### src/rtl/fpd_pkg.sv
// ----------------------------------------------------------------------------
// Four-step phase decode package
// Shared types, constants and the arctangent table of the phase decoder.
// ----------------------------------------------------------------------------
package fpd_pkg;

    localparam int FRAC_BITS    = 8;
    localparam int GREY_W       = 8;
    localparam int PERIOD_W     = 11;
    localparam int OUT_W        = 19;
    localparam int ANG_BITS     = 24;
    localparam int CORDIC_STEPS = 16;
    localparam int PRESCALE     = 16;

    // CORDIC datapath: samples of up to 8 bits scaled by 2^16, gain and
    // quadrant fold included, fit in 27 signed bits.
    localparam int CW           = 27;
    localparam int ZW           = ANG_BITS + 1;
    localparam int ATAN_W       = 22;

    localparam int PROD_W       = ANG_BITS + PERIOD_W;
    localparam int TRUNC_W      = PROD_W - (ANG_BITS - FRAC_BITS);
    localparam int POS_W        = TRUNC_W + 1;
    localparam int EXT_W        = (POS_W > OUT_W) ? POS_W : OUT_W;

    localparam int QUEUE_DEPTH  = 4;
    localparam int QPTR_W       = $clog2(QUEUE_DEPTH);
    localparam int QCNT_W       = $clog2(QUEUE_DEPTH + 1);

    localparam logic [PERIOD_W-1:0] PERIOD_RESET = PERIOD_W'(16);

    // Fixed cycles from an accepted word to its result strobe.
    localparam int LATENCY      = CORDIC_STEPS + 5;

    // atan(2^-i) as a fraction of one turn, scaled by 2^24.
    localparam logic [ATAN_W-1:0] ATAN_TURN [CORDIC_STEPS] = '{
        22'd2097152, 22'd1238021, 22'd654136, 22'd332050,
        22'd166669,  22'd83416,   22'd41718,  22'd20860,
        22'd10430,   22'd5215,    22'd2608,   22'd1304,
        22'd652,     22'd326,     22'd163,    22'd81
    };

    // One classified pixel: the cosine folded into the right half plane.
    typedef struct packed {
        logic [GREY_W-1:0]        x;
        logic signed [GREY_W:0]   y;
        logic                     half_turn;
    } fpd_item_t;

    typedef struct packed {
        logic full;
        logic empty;
    } fpd_q_status_t;

endpackage

### src/rtl/fpd_queue.sv
// ----------------------------------------------------------------------------
// Phase decode queue
// Short first-in first-out queue between the front end and the back end.
// ----------------------------------------------------------------------------
module fpd_queue (
    input  logic                    clk,
    input  logic                    rst_n,
    input  logic                    push,
    input  fpd_pkg::fpd_item_t      push_item,
    input  logic                    pop,
    output fpd_pkg::fpd_item_t      pop_item,
    output fpd_pkg::fpd_q_status_t  q_status
);
    import fpd_pkg::*;

    fpd_item_t           mem_reg [QUEUE_DEPTH];
    logic [QPTR_W-1:0]   wr_ptr_reg;
    logic [QPTR_W-1:0]   wr_ptr_next;
    logic [QPTR_W-1:0]   rd_ptr_reg;
    logic [QPTR_W-1:0]   rd_ptr_next;
    logic [QCNT_W-1:0]   count_reg;
    logic [QCNT_W-1:0]   count_next;
    logic                do_push;
    logic                do_pop;

    assign q_status.full  = (count_reg == QCNT_W'(QUEUE_DEPTH));
    assign q_status.empty = (count_reg == '0);
    assign do_push        = push && !q_status.full;
    assign do_pop         = pop && !q_status.empty;
    assign pop_item       = mem_reg[rd_ptr_reg];

    always_comb
    begin
        wr_ptr_next = do_push ? wr_ptr_reg + 1'b1 : wr_ptr_reg;
        rd_ptr_next = do_pop  ? rd_ptr_reg + 1'b1 : rd_ptr_reg;
        count_next  = count_reg;
        if (do_push && !do_pop)
            count_next = count_reg + 1'b1;
        else if (do_pop && !do_push)
            count_next = count_reg - 1'b1;
    end

    always_ff @(posedge clk or negedge rst_n)
    begin
        if (!rst_n)
        begin
            wr_ptr_reg <= '0;
            rd_ptr_reg <= '0;
            count_reg  <= '0;
        end
        else
        begin
            wr_ptr_reg <= wr_ptr_next;
            rd_ptr_reg <= rd_ptr_next;
            count_reg  <= count_next;
        end
    end

    always_ff @(posedge clk)
    begin
        if (do_push)
            mem_reg[wr_ptr_reg] <= push_item;
    end

endmodule

### config.mk
export PLATFORM = sky130hd
export DESIGN_NAME = fpd_queue
export DESIGN_NICKNAME = d
export VERILOG_FILES = /design/src/rtl/fpd_pkg.sv /design/src/rtl/fpd_queue.sv
export SDC_FILE = /design/constraint.sdc
export NUM_CORES = 1
export LEC_CHECK = 0
export ABC_AREA = 1
export BUFFER_PORTS_ARGS = -buffer_cell sky130_fd_sc_hd__clkbuf_2
export CORE_MARGIN = 2
export CORE_UTILIZATION = 51
export DETAILED_ROUTE_END_ITERATION = 6
export PLACE_DENSITY = 0.74
export SYNTH_ARGS = -nofsm -noshare
export SYNTH_HDL_FRONTEND = slang
export SYNTH_SLANG_ARGS = --single-unit
### constraint.sdc
create_clock -name clk -period 2 [get_ports clk]
set_clock_uncertainty 0.15 [all_clocks]
set_input_delay 0.3 -clock clk [delete_from_list [all_inputs] [get_ports clk]]
set_output_delay 0.3 -clock clk [all_outputs]
set_load 0.01 [all_outputs]
==> metrics.md <==
| Metric | Value |
|---|---|
| Run status | `complete, no violations` |
| Die height | `roughly 85 um` |
| Clk pin slew, worst setup/hold paths | `about 0.07 ns` |
| Area of the die | `a little over 0.007 mm2` |
| Max clock buf depth | `2` |
| Top cell type's share of synthesized area | `64.8%` |
| Gr busiest metal | `met2` |
| VDD IR max | `0.772 mV` |
| TritonCTS sink count | `between 70 and 80` |
| R2r endpoint | `count_reg[1]` |
| # setup viols final | `0` |
| Flops & latches, synth | `79` |
| Vias in the first global route | `between 1,500 and 2,000` |
| Kind of end point of the critical path | `primary output` |
| 1st-iter DRT viols | `101` |
| Avg Cell Area, Syn | `around 12 um2` |
| CTS H-tree depth | `3` |
| Most common cell after layout, fill and taps aside | `edfxtp_1` |
| Final antenna-violating net count | `0` |
| I/O Pins | `42` |
| M1 GR Usage | `between 10% and 20%` |
| Fin. Hold Viols | `0` |
| Met2 Use GR | `a little over a quarter` |
| RSZ-0062 raised after global routing | `yes` |
| CP Max Fanout | `40` |
| Drt total wl | `approximately 5500 um` |
| Drt via density | `between 4 and 5` |
| Register area share after synthesis | `roughly 70%` |
| Floorplan row count | `29` |
| Worst Setup SP | `rd_ptr_reg[0]` |
| Total grt overflow | `0` |
| Worst setup path end | `pop_item[1]` |
| Worst-margin pin slew | `0.327 ns` |
| Pins Over Slew Limit | `0` |
| Pre-CTS setup slack | `roughly 0.027 ns` |
| Number of flip-flops in the largest register | `slightly above 70` |
| Rel. slew slack | `approximately four fifths` |
| Area growth syn-to-layout | `17.2%` |
| First-pass GRT wire length | `8830 um` |
| Ranking of synthesized cells by area | `edfxtp_1, nand2_1, o211ai_1` |
| Nets | `~350` |
| Final min period | `approximately 1.9 ns` |
| Largest net degree at the start of global routing | `41` |
| Met3 Track Usage GR | `between 4 and 5%` |
| WL/cell | `about 13 um` |
| Distinct cells, synth | `17` |
| Reg-to-reg startpoint | `count_reg[1]` |
| Syn Inst Count | `271` |
| Leak | `1.68 nW` |
| CTS tree | `yes` |
| Root Buffer | `clkbuf_8` |
| Final worst slack | `roughly 0.066 ns` |
| N_diodes | `0` |
| Period utilization | `a little over nine tenths` |
| DRT Pass-1 Iters | `4` |
| Post-route cell area | `a little under 0.004 mm2` |
| CTS Buf Count | `9` |
| Yosys warns | `0` |
| Most frequent cells in the layout | `edfxtp_1, nand2_1, inv_1` |
| Post-DP HPWL | `3430 um` |
| Util after Layout | `between 60 and 70%` |
| Total Power | `5.52 mW` |
| Port bufs | `41` |
| Pwr Density | `around 1400 mW/mm2` |
| Max-cap violation count | `0` |
| Global Route Usage Sum | `between 10% and 20%` |
| Initial antenna violation count | `0` |
| Clk_lat worst skew | `approximately 0.35 ns` |
| Worst EP required | `between 1.5 and 2 ns` |
| Mapped Area | `between 0.003 and 0.004 mm2` |
| Area after DPL | `between 0.003 and 0.004 mm2` |
| Area leader, netlist | `edfxtp_1` |
| Starting Density | `52.6%` |
| Share of cells above drive strength 1 | `25.2%` |
| Area of the core | `about 0.0063 mm2` |
| Worst min-delay path class | `input port to flop` |
| Worst Setup Start Kind | `flop` |
| GPL Wtd Cong | `approximately 0.78` |
| Kind of critical path | `flop to primary output` |
| Flop2flop setup slack | `0.12 ns` |
| DR vias | `1,991` |
| Crit path arrival time | `roughly 1.5 ns` |
| F_max | `slightly above 0.5 GHz` |
| Die width | `84.9 um` |
| Worst R2R Path Depth | `9` |
| # DRC | `0` |
| Syn Nets | `299` |
-- how the worst min path moves through the flow --
stage / cells after the start / from / end
after CTS: 1 / push_item[6] / mem_reg[2][6]
after global routing: 1 / push_item[4] / mem_reg[0][4]
final: 1 / push_item[6] / mem_reg[2][6]
after global placement: 1 / rst_n / wr_ptr_reg[1]
after floorplan: 0 / rst_n / count_reg[0]
after detailed placement: 1 / rst_n / wr_ptr_reg[1]
-- layout make-up --
class / count / area, um2
clock inverters: 5 / 48.8
fillers: 487 / 2440
clock buffers: 11 / 131
repair buffers: 53 / 360
inverters: 53 / 200
flip-flops and latches: 79 / 2340
well taps: 77 / 96.3
multi-input cells: 128 / 736
-- critical path, stage by stage (launching register included) --
cell      delay [ns]
dfrtp_1         0.41
inv_2           0.11
buf_12          0.20
nand2_1         0.08
o211ai_1        0.09
nand2_1         0.10
clkbuf_2        0.14
-- synth_stat cells, drive strengths merged --
| cell type | number |
|---|---|
| buf | 10 |
| clkbuf | 1 |
| dfrtp | 7 |
| edfxtp | 72 |
| fa | 1 |
| ha | 5 |
| inv | 53 |
| nand2 | 72 |
| nand3 | 7 |
| nand4 | 1 |
| nor2 | 4 |
| o211ai | 36 |
| o21ai | 1 |
| xnor2 | 1 |
-- kinds of logic after synthesis --
kind of cell,Yosys count,share of synthesized area (%)
adder cells (fa/ha/maj),6,2.47
AO/OA/AOI/OAI,37,8.55
AND/OR/NAND/NOR,84,9.79
XOR/XNOR,1,0.263
flip-flops,79,70.0
buffers and inverters,64,8.89
-- per-stage QoR --
step | hold slack [ns] | std cells | TNS [ns]
global route | 0.00541 | 406 | -0.0341
floorplan | -0.146 | 271 | -3.31
finish | 0.0159 | 406 | 0
global placement | -0.00337 | 388 | 0
detailed placement | -0.00207 | 388 | 0
CTS | 0.00382 | 405 | 0
-- per-layer routing --
layer,up-vias,wire length [um]
li1,1024,-
met1,910,2230
met2,44,2800
met3,13,275
met4,0,149
met5,-,0
-- report_power, final --
group | internal, mW | switching, mW | total, mW
Clock | 0.566 | 0.514 | 1.08
Combinational | 0.816 | 1.31 | 2.13
Sequential | 2.19 | 0.126 | 2.31
-- what timing repair did --
item | 4_1_cts | 5_1_grt
gates resized for setup | 1 | 13
cloned | 0 | 0
endpoints found under the setup margin | 7 | 11
pin swaps | 0 | 1
hold buffers | 1 | 0
endpoints found under the hold margin | 7 | 0
setup buffers | 0 | 1
Power figures use the tool's default switching activity.
