[src/rtl/fpd_pkg.sv]
// ----------------------------------------------------------------------------
// Four-step phase decode package
// Shared types, constants and the arctangent table of the phase decoder.
// ----------------------------------------------------------------------------
package fpd_pkg;

    localparam int FRAC_BITS    = 8;
    localparam int GREY_W       = 8;
    localparam int PERIOD_W     = 11;
    localparam int OUT_W        = 19;
    localparam int ANG_BITS     = 24;
    localparam int CORDIC_STEPS = 16;
    localparam int PRESCALE     = 16;

    // CORDIC datapath: samples of up to 8 bits scaled by 2^16, gain and
    // quadrant fold included, fit in 27 signed bits.
    localparam int CW           = 27;
    localparam int ZW           = ANG_BITS + 1;
    localparam int ATAN_W       = 22;

    localparam int PROD_W       = ANG_BITS + PERIOD_W;
    localparam int TRUNC_W      = PROD_W - (ANG_BITS - FRAC_BITS);
    localparam int POS_W        = TRUNC_W + 1;
    localparam int EXT_W        = (POS_W > OUT_W) ? POS_W : OUT_W;

    localparam int QUEUE_DEPTH  = 4;
    localparam int QPTR_W       = $clog2(QUEUE_DEPTH);
    localparam int QCNT_W       = $clog2(QUEUE_DEPTH + 1);

    localparam logic [PERIOD_W-1:0] PERIOD_RESET = PERIOD_W'(16);

    // Fixed cycles from an accepted word to its result strobe.
    localparam int LATENCY      = CORDIC_STEPS + 5;

    // atan(2^-i) as a fraction of one turn, scaled by 2^24.
    localparam logic [ATAN_W-1:0] ATAN_TURN [CORDIC_STEPS] = '{
        22'd2097152, 22'd1238021, 22'd654136, 22'd332050,
        22'd166669,  22'd83416,   22'd41718,  22'd20860,
        22'd10430,   22'd5215,    22'd2608,   22'd1304,
        22'd652,     22'd326,     22'd163,    22'd81
    };

    // One classified pixel: the cosine folded into the right half plane.
    typedef struct packed {
        logic [GREY_W-1:0]        x;
        logic signed [GREY_W:0]   y;
        logic                     half_turn;
    } fpd_item_t;

    typedef struct packed {
        logic full;
        logic empty;
    } fpd_q_status_t;

endpackage

[src/rtl/fpd_front.sv]
// ----------------------------------------------------------------------------
// Phase decode front end
// Accepts a pixel word, forms the sine and cosine differences and folds the
// vector into the right half plane before handing it to the queue.
// ----------------------------------------------------------------------------
module fpd_front (
    input  logic                         clk,
    input  logic                         rst_n,
    input  logic                         start,
    output logic                         busy,
    input  logic [fpd_pkg::GREY_W-1:0]   grey0,
    input  logic [fpd_pkg::GREY_W-1:0]   grey1,
    input  logic [fpd_pkg::GREY_W-1:0]   grey2,
    input  logic [fpd_pkg::GREY_W-1:0]   grey3,
    input  fpd_pkg::fpd_q_status_t       q_status,
    output logic                         push,
    output fpd_pkg::fpd_item_t           push_item
);
    import fpd_pkg::*;

    logic                    vld_reg;
    logic                    vld_next;
    logic                    load;
    logic signed [GREY_W:0]  sine;
    logic signed [GREY_W:0]  cosine;
    logic signed [GREY_W:0]  neg_cos;
    fpd_item_t               item_reg;
    fpd_item_t               item_next;

    assign busy = vld_reg && q_status.full;
    assign push = vld_reg && !q_status.full;
    assign load = start && !busy;

    always_comb
    begin
        sine    = $signed({1'b0, grey0}) - $signed({1'b0, grey2});
        cosine  = $signed({1'b0, grey1}) - $signed({1'b0, grey3});
        neg_cos = -cosine;
        // A vector in the left half plane is turned by half a turn.
        if (cosine[GREY_W])
        begin
            item_next.x         = neg_cos[GREY_W-1:0];
            item_next.y         = -sine;
            item_next.half_turn = 1'b1;
        end
        else
        begin
            item_next.x         = cosine[GREY_W-1:0];
            item_next.y         = sine;
            item_next.half_turn = 1'b0;
        end
    end

    always_comb
    begin
        if (load)
            vld_next = 1'b1;
        else if (push)
            vld_next = 1'b0;
        else
            vld_next = vld_reg;
    end

    always_ff @(posedge clk or negedge rst_n)
    begin
        if (!rst_n)
            vld_reg <= 1'b0;
        else
            vld_reg <= vld_next;
    end

    always_ff @(posedge clk)
    begin
        if (load)
            item_reg <= item_next;
    end

    assign push_item = item_reg;

endmodule

[config.mk]
export PLATFORM = sky130hd
export DESIGN_NAME = fpd_front
export DESIGN_NICKNAME = d
export VERILOG_FILES = /design/src/rtl/fpd_pkg.sv /design/src/rtl/fpd_front.sv
export SDC_FILE = /design/constraint.sdc
export NUM_CORES = 1
export LEC_CHECK = 0
export BUFFER_PORTS_ARGS = -buffer_cell sky130_fd_sc_hd__buf_2
export CAP_MARGIN = 10
export CORE_MARGIN = 1
export CORE_UTILIZATION = 54
export CTS_CLUSTER_SIZE = 25
export DETAILED_ROUTE_END_ITERATION = 12
export MAX_ROUTING_LAYER = met4
export PLACE_DENSITY_LB_ADDON = 0.2
export SKIP_CTS_REPAIR_TIMING = 1
export SYNTH_ARGS = -nofsm -noshare
export SYNTH_HDL_FRONTEND = slang
export SYNTH_SLANG_ARGS = --single-unit
export TNS_END_PERCENT = 30
[constraint.sdc]
create_clock -name clk -period 4.5 [get_ports clk]
set_input_delay 0.225 -clock clk [delete_from_list [all_inputs] [get_ports clk]]
set_output_delay 0.225 -clock clk [all_outputs]
set_load 0.01 [all_outputs]
==> results of run 1 <==
[path summary, 6_finish.rpt]
path | start | to | cells after the start | slack, ns
min in group asynchronous | rst_n | vld_reg | 2 | 0.23
setup / recovery | grey1[0] | push_item[13] | 11 | 2.23
setup reg to reg | vld_reg | push_item[14] | 3 | 3.29
max in group asynchronous | rst_n | vld_reg | 2 | 4.19
hold / removal | start | vld_reg | 2 | 0.14
hold reg to reg | vld_reg | vld_reg | 2 | 0.64
[layout make-up]
| cell class | instances | area (um2) | area share, % |
|---|---|---|---|
| clock buffers | 3 | 22.5 | 1.15 |
| clock inverters | 1 | 5.00 | 0.255 |
| inverters | 25 | 93.8 | 4.79 |
| multi-input cells | 121 | 941 | 48.0 |
| flip-flops and latches | 19 | 566 | 28.9 |
| well taps | 31 | 38.8 | 1.98 |
| repair buffers | 57 | 293 | 14.9 |
[cells in the final DEF (no fill, tap or decap), types with 2 or more instances in the layout]
cell / instances
edfxtp_1: 18
xor2_1: 9
and2_1: 3
fa_1: 2
ha_1: 19
a21oi_1: 10
nand2_1: 2
inv_1: 25
a31oi_1: 5
mux2_2: 2
nor2_1: 17
o21ai_0: 3
clkbuf_4: 3
xnor2_1: 13
o21a_1: 2
or2_2: 4
nor2b_1: 4
buf_2: 55
nand3_1: 3
nor3_1: 4
and2b_2: 2
o31ai_1: 3
[logic make-up after synthesis]
| kind of cell | after synthesis | share of synthesized area [%] |
|---|---|---|
| xor+xnor | 22 | 12.0 |
| buf+inv | 26 | 6.52 |
| mux | 2 | 1.40 |
| flops | 19 | 35.1 |
| fa+ha+maj | 21 | 17.2 |
| compound gates | 33 | 14.1 |
| simple gates | 43 | 13.7 |
[worst max-delay path: stages]
cell,delay (ns)
buf_2,0.10
inv_1,0.05
ha_1,0.16
inv_1,0.05
fa_1,0.40
a211oi_2,0.23
o21bai_1,0.14
a2111oi_2,0.41
nor2_2,0.21
and2b_2,0.26
xor2_1,0.06
[per-stage QoR]
| step | utilization, % | hold WS, ns | worst slack, ns |
|---|---|---|---|
| final | 70.4 | 0.138 | 2.23 |
| after global routing | 70.4 | 0.143 | 2.10 |
| after CTS | 70.1 | -0.320 | 2.24 |
| after detailed placement | 69.1 | 0.00108 | 1.93 |
| after global placement | 69.1 | -0.000431 | 1.99 |
| after floorplan | - | -0.0706 | 2.17 |
[metal layers]
layer / vias up / global-route usage [%] / routed length [um]
met4: 0 / 7.32 / 71
met1: 589 / 23.9 / 1310
met2: 44 / 40.2 / 1570
met5: - / - / 0
met3: 8 / 3.46 / 136
li1: 701 / - / -
[power by group]
part	switching, mW	total (mW)	internal [mW]	leakage, nW
Sequential	0.00605	0.240	0.234	0.182
Clock	0.0510	0.0841	0.0330	0.0177
Combinational	0.132	0.245	0.113	0.730
==> metrics.txt, run 1 <==
initial core utilization=between 50% and 60%; Die Area=approximately 3200 um2; Crit path required time=about 4.5 ns; drt first pass iters=4; Largest register FFs=18; synth warn=0; DP HPWL=approximately 2500 um; Post-DRT Antenna Nets=0; RSZ-0062 raised after global routing=false; period utilisation layout=50.5%; commonest cells in the netlist=25 x inv_1, 19 x ha_1, 18 x edfxtp_1, 17 x nor2_1, 13 x xnor2_1; synth top area cells=edfxtp_1 34%, ha_1 15%, xnor2_1 7.1%; number of antenna diodes=0; initial drt markers=16; Worst Max-Slew Pin Slew=about 0.60 ns; setup TNS=0 ns; syn_nets=about 220; Pwr Total=about 0.57 mW; share of layout cells above drive strength 1=between 30% and 40%; Synth Instances=about 170; IO Pins=57; share of the synthesized area in the top cell type=33.5%; CTS Buf Count=3; max_cap viols=0; min-delay worst type=in -> reg; Max clock buf depth=2; crit path kind=in -> reg; FFs w/ async S/R, synth=between 5 and 6%; Worst Path Arrival=2.31 ns; mean post-synth cell area=about 9.7 um2; Post-synth EDFFs=18; WL final=about 3100 um; GRT overflow=0; initial antenna violation count=0; first-pass GRT wire length=between 5000 and 6000 um; FILL cells=roughly 230; vias=1342; WL/cell=around 12 um; CP max FO=16; Distinct cells, synth=36; area post-placement=1920 um2; Finished Layout Cells=roughly 260; Primary FF master, synth=edfxtp_1; area grow syn2layout=21.6%; CTS tree=yes; post-route minimum period=about 2.3 ns; pin count of the biggest net entering global routing=19; Final Max Slew Viols=0; max-slew headroom at the worst pin=roughly 60%; outcome=complete, no violations; Die W=~57 um; critical path endpoint category=flip-flop; fmax=440 MHz; Die Y=56.6 um; RD Place Congestion=between 0.8 and 0.9; CP startpoint kind=input pin; core area=around 2800 um2; pwr dens=291 nW/um2; post-synth top area cell=edfxtp_1; count leader, synth=inv_1; Final Hold Viols=0; CTS H-tree depth=1; clk_lat worst skew=between 0.2 and 0.3 ns; NumNets Final=285; clk sinks=19; vias in the first global route=1435; leakage=0.930 nW; design area=about 2000 um2; cell count after placement=between 200 and 300; IO buf count=55; Residual DRC=0; Yosys reg bits=19; # rows=19; post-synthesis cell area=about 1600 um2; VDD IR max=between 0.2 and 0.25 mV; Vias/cell=roughly 5.2; clock skew=between 0.0015 and 0.002 ns; Final setup viols=0; clock slew at reported path FFs=approximately 0.1 ns; Seq/Total Area, Yosys=between 30% and 40%; clk root buf=clkbuf_4; Overall Global Routing Usage=a little over a fifth
(Power assumes the default switching activity.)
==> inputs of run 2 (changes only) <==
- CORE_UTILIZATION: 54 -> 45
- clock period: 4.5 -> 1.8 ns (I/O delays scaled with it)
==> metrics.txt, run 2 (same netlist as run 1, synthesis figures left out) <==
leakage=1.20 nW (was 0.930 nW); Reg2Reg Capture Point=push_item[5] (was push_item[14]); initial drt markers=28 (was 16); vias in the first global route=1269 (was 1435); Crit. Startpoint=grey1[0] (unchanged); crit path kind=in -> reg (unchanged); share of layout cells above drive strength 1=49.6% (was 31.4%); initial core utilization=47.5% (was 57.9%); Final Hold Viols=0 (unchanged); IO buf count=55 (unchanged); pwr dens=674 nW/um2 (was 291 nW/um2); met3 routed WL=134 um (was 136 um); period utilisation layout=116%; commonest non-fill, non-tap cells in the layout=54 x buf_2, 47 x buf_4, 23 x inv_1 (was 55 x buf_2, 25 x inv_1, 19 x ha_1); core area=3390 um2 (was 2780 um2); drt first pass iters=4 (unchanged); Die Area=3820 um2 (was 3210 um2); CTS Buf Count=3 (unchanged); Worst Reg-to-Reg Cells=3 (unchanged); fmax=481 MHz; max-slew headroom at the worst pin=73.0% (was 60.0%); WL final=3320 um (was 3080 um); Residual DRC=0 (unchanged); area grow syn2layout=54.6% (was 21.6%); Crit path required time=1.86 ns (was 4.54 ns); reg2reg start=vld_reg (unchanged); NumNets Final=333 (was 285); clock slew at reported path FFs=0.11 ns (was 0.10 ns); met2 routed WL=1690 um (was 1570 um); Post-DRT Antenna Nets=0 (unchanged); Max clock buf depth=2 (unchanged); setup TNS=-2.93 ns (was 0 ns); Worst Max-Slew Pin Slew=0.403 ns (was 0.600 ns); # rows=21 (was 19); outcome=complete, but fails checks (was complete, no violations); Pwr Total=1.68 mW (was 0.569 mW); Final Max Slew Viols=0 (unchanged); WL met1=1440 um (was 1310 um); clock skew=0.00645 ns (was 0.00198 ns); CTS H-tree depth=1 (unchanged); Die Y=61.8 um (was 56.6 um); critical path endpoint category=flip-flop (unchanged); RD Place Congestion=0.786 (was 0.837); first-pass GRT wire length=4970 um (was 5430 um); CTS tree=yes (unchanged); commonest non-fill, non-tap cell in the layout=buf_2 (unchanged); vias=1526 (was 1342); violated checks=setup timing; Overall Global Routing Usage=18.2% (was 21.9%); DP HPWL=2710 um (was 2550 um); RSZ-0062 raised after global routing=true (was false); clk root buf=clkbuf_4 (unchanged); CP max FO=7 (was 16); Top Metal Used=met4 (unchanged); WL/cell=10.4 um (was 12.0 um); clk sinks=19 (unchanged); GRT overflow=0 (unchanged); VDD IR max=0.305 mV (was 0.243 mV); IO Pins=57 (unchanged); post-route setup slack=-0.281 ns (was 2.23 ns); Worst Path Arrival=2.14 ns (was 2.31 ns); min-delay worst type=in -> async (was in -> reg); CP startpoint kind=input pin (unchanged); Final setup viols=15 (was 0); Die W=61.8 um (was 56.6 um); initial antenna violation count=0 (unchanged); pin count of the biggest net entering global routing=19 (unchanged); Vias/cell=4.77 (was 5.22); post-route minimum period=~2.1 ns; Largest register FFs=18 (unchanged); max_cap viols=0 (unchanged); reg-to-reg slack, setup=0.59 ns (was 3.29 ns); dpl ws=-0.582 ns (was 1.93 ns); clk_lat worst skew=0.30 ns (was 0.29 ns); final core occ=73.5% (was 70.4%); Final Hold Slack=0.0889 ns (was 0.138 ns); number of antenna diodes=0 (unchanged)
## run 2: cell count changes in the layout (fill, tap and decap cells not counted), sizes merged
cell         previous run  this run
buf                    56       103
dlygate4sd3             1         2
## run 2: where the power goes
group | switching (mW) | leakage [nW] | internal (mW)
logic | 0.406 | 0.998 | 0.461
clock network | 0.129 | 0.0177 | 0.0827
registers | 0.0142 | 0.182 | 0.585
## run 2: metal layers
layer,GRT usage [%],up-vias
met5,-,-
met4,6.67,0
li1,-,795
met1,22.8,678
met2,30.6,49
met3,1.86,4
## run 2: through the flow
step / cell area (um2) / instances
3_3_place_gp: 2340 / 312
3_5_place_dp: 2340 / 312
4_1_cts: 2370 / 316
2_1_floorplan: 1670 / 166
6_report: 2490 / 320
5_1_grt: 2490 / 320
## run 2: cell type report
cell class              instances  area, um2
multi-input cells             121       1060
repair buffers                105        669
clock inverters                 1       5.00
fillers                       252        898
clock buffers                   3       22.5
inverters                      25        106
flip-flops and latches         19        566
well taps                      46       57.6
## run 2: worst max-delay path, cell delays in order
cell and delay [ns]:
buf_8 0.11, inv_12 0.04, ha_4 0.11, inv_2 0.04
fa_2 0.41, a211oi_4 0.24, o21bai_2 0.13, a2111oi_4 0.40
nor2_4 0.12, buf_6 0.15, mux2_4 0.29
## run 2: how the worst max path moves through the flow
stage                    endpoint  slack, ns  cells after the start
floorplan            push_item[8]      -0.22                     10
global placement     push_item[5]      -0.51                     12
detailed placement  push_item[16]      -0.58                     12
CTS                 push_item[16]      -0.25                     12
global route        push_item[11]      -0.33                     11
finish              push_item[11]      -0.28                     11
==> inputs of run 3 (changes only) <==
- ABC_AREA: default -> 1
- CORE_UTILIZATION: 45 -> 48
- CTS_BUF_LIST: default -> sky130_fd_sc_hd__clkbuf_2
==> metrics.txt, run 3 <==
outcome=complete, no violations (was complete, but fails checks); pwr dens=609 nW/um2 (was 674 nW/um2); clock slew at reported path FFs=0.15 ns (was 0.11 ns); commonest non-fill, non-tap cells in the layout=82 x nand2_1, 59 x inv_1, 55 x buf_2 (was 54 x buf_2, 47 x buf_4, 23 x inv_1); Final Max Slew Viols=0 (unchanged); clk sinks=19 (unchanged); initial antenna violation count=0 (unchanged); initial drt markers=64 (was 28); Top Metal Used=met4 (unchanged); Seq/Total Area, Yosys=30.3% (was 35.1%); WL final=3260 um (was 3320 um); cells along the critical path=buf_2 -> inv_1 -> ha_2 -> inv_2 -> fa_1 -> inv_2 -> ha_1 -> inv_1 -> nor2_1 -> nand3_1 -> nand3b_1 -> nand2_1 -> nand2_1 -> nand2_1 -> inv_1 (was buf_8 -> inv_12 -> ha_4 -> inv_2 -> fa_2 -> a211oi_4 -> o21bai_2 -> a2111oi_4 -> nor2_4 -> buf_6 -> mux2_4); met2 routed WL=1420 um (was 1690 um); VDD IR max=0.264 mV (was 0.305 mV); mean post-synth cell area=6.98 um2 (was 9.71 um2); Primary FF master, synth=edfxtp_1 (unchanged); clk root buf=clkbuf_2 (was clkbuf_4); initial core utilization=50.5% (was 47.5%); area grow syn2layout=25.8% (was 54.6%); Final setup viols=0 (was 15); internal power=0.925 mW (was 1.13 mW); number of antenna diodes=0 (unchanged); met3 routed WL=149 um (was 134 um); CP startpoint kind=input pin (unchanged); FFs w/ async S/R, synth=5.26% (unchanged); share of layout cells above drive strength 1=26.0% (was 49.6%); Final Hold Viols=0 (unchanged); post-route setup slack=0.149 ns (was -0.281 ns); Worst Max-Slew Pin Slew=0.275 ns (was 0.403 ns); Synth Instances=267 (was 166); WL/cell=8.35 um (was 10.4 um); Max clock buf depth=2 (unchanged); Crit path largest cell delay=0.44 ns (was 0.41 ns); commonest cells in the netlist=82 x nand2_1, 61 x inv_1, 23 x nand3_1, 20 x nor2_1, 19 x ha_1 (was 25 x inv_1, 19 x ha_1, 18 x edfxtp_1, 17 x nor2_1, 13 x xnor2_1); DP HPWL=2790 um (was 2710 um); Pwr Total=1.43 mW (was 1.68 mW); count leader, synth=nand2_1 (was inv_1); commonest non-fill, non-tap cell in the layout=nand2_1 (was buf_2); syn_nets=325 (was 224); drt first pass iters=5 (was 4); vias in the first global route=1512 (was 1269); Yosys reg bits=19 (unchanged); # rows=22 (was 21); WL met1=1660 um (was 1440 um); Die W=64.3 um (was 61.8 um); GRT overflow=0 (unchanged); CTS tree=yes (unchanged); core area=3690 um2 (was 3390 um2); Post-DRT Antenna Nets=0 (unchanged); sequential cell fraction of total power=40.5% (was 35.7%); crit path kind=in -> reg (unchanged); Final Hold Slack=0.0257 ns (was 0.0889 ns); synth warn=0 (unchanged); Comb pwr share=47.7% (was 51.7%); clock skew=0.00804 ns (was 0.00645 ns); Overall Global Routing Usage=17.5% (was 18.2%); setup TNS=0 ns (was -2.93 ns); Hold Crit Start=q_status[1]; max-slew headroom at the worst pin=81.7% (was 73.0%); power share of the clock group=11.9% (was 12.6%); leakage=1.38 nW (was 1.20 nW); reg2reg start=vld_reg (unchanged); reg-to-reg slack, setup=0.65 ns (was 0.59 ns); CP max FO=3 (was 7); synth top area cells=edfxtp_1 29%, nand2_1 17%, ha_1 13% (was edfxtp_1 34%, ha_1 15%, xnor2_1 7.1%); Residual DRC=0 (unchanged); share of the synthesized area in the top cell type=29.0% (was 33.5%); Distinct cells, synth=27 (was 36); Die Y=64.3 um (was 61.8 um); Post-synth EDFFs=18 (unchanged); fmax=606 MHz (was 481 MHz); Vias/cell=4.49 (was 4.77); min-delay worst type=in -> reg (was in -> async); Die Area=4140 um2 (was 3820 um2); max_cap viols=0 (unchanged); critical path's slowest cell=fa_1 (was fa_2); pin count of the biggest net entering global routing=19 (unchanged); post-synth top area cell=edfxtp_1 (unchanged); switching part of the total power=35.2% (was 32.7%); NumNets Final=401 (was 333); Worst Path Arrival=1.72 ns (was 2.14 ns); Psw=0.503 mW (was 0.549 mW); RD Place Congestion=0.794 (was 0.786); post-synthesis cell area=1860 um2 (was 1610 um2); IO Pins=57 (unchanged); Crit path required time=1.87 ns (was 1.86 ns); Crit. Startpoint=grey1[0] (unchanged); CTS H-tree depth=1 (unchanged); clk_lat worst skew=0.29 ns (was 0.30 ns); dpl ws=-0.190 ns (was -0.582 ns); RSZ-0062 raised after global routing=true (unchanged); CTS Buf Count=3 (unchanged); first-pass GRT wire length=5740 um (was 4970 um); Largest register FFs=18 (unchanged); IO buf count=55 (unchanged); critical path endpoint category=flip-flop (unchanged); period utilisation layout=91.7% (was 116%); post-route minimum period=1.65 ns (was 2.08 ns); vias=1753 (was 1526)
## run 3: cell count changes after synthesis, moves of 4 or more
cell,change
a31oi_1,-5
inv_1,+36
or2_2,-4
nand2_1,+80
nand3_1,+20
nor2b_1,-4
nand4_1,+4
xnor2_1,-11
nor3_1,-4
## run 3: layout make-up
cell class	count	area, um2
clock buffers	4	20.0
repair buffers	73	415
fillers	349	1340
multi-input cells	183	1050
flip-flops and latches	19	566
well taps	48	60.1
inverters	63	239
## run 3: power by group through the flow
stage / clock network, mW / logic (mW) / registers, mW
after floorplan: 0 / 0.430 / 0.623
after global placement: 0 / 0.660 / 0.588
after detailed placement: 0 / 0.676 / 0.589
after CTS: 0.176 / 0.680 / 0.578
after global routing: 0.190 / 0.784 / 0.582
final: 0.170 / 0.681 / 0.578
## run 3: kinds of logic (layout without fill, tap and decap cells)
| group | count (synthesis) | in the layout | synth area share, % |
|---|---|---|---|
| AOI/OAI and AO/OA | 13 | 13 | 3.96 |
| and+or+nand+nor | 140 | 140 | 32.8 |
| adders and majority gates | 21 | 21 | 14.9 |
| xor gates and xnor gates | 9 | 9 | 4.23 |
| buffers and inverters | 65 | 140 | 13.8 |
| DFF | 19 | 19 | 30.3 |
## run 3: per-layer routing
layer  vias up  track usage, %
li1        980               -
met1       726            22.0
met2        43            29.7
met3         4            1.79
met4         0            4.72
met5         -               -
## run 3: path summary, 6_finish.rpt
path | end | depth (start not counted)
setup / recovery | push_item[16] | 15
hold / removal | vld_reg | 3
setup reg to reg | push_item[9] | 4
hold reg to reg | vld_reg | 2
max in group asynchronous | vld_reg | 2
min in group asynchronous | vld_reg | 2
## run 3: critical path: cells and delay by family
family,cells,cell delay [ns]
adder cells (fa/ha/maj),3,0.75
AND/OR/NAND/NOR,6,0.54
buffers and inverters,6,0.34
## run 3: per-stage QoR
step,util (%),std cells,instance area [um2]
2_1_floorplan,-,267,1860
3_3_place_gp,62.4,384,2300
3_5_place_dp,62.4,384,2300
4_1_cts,62.9,388,2320
5_1_grt,63.6,390,2350
6_report,63.6,390,2350
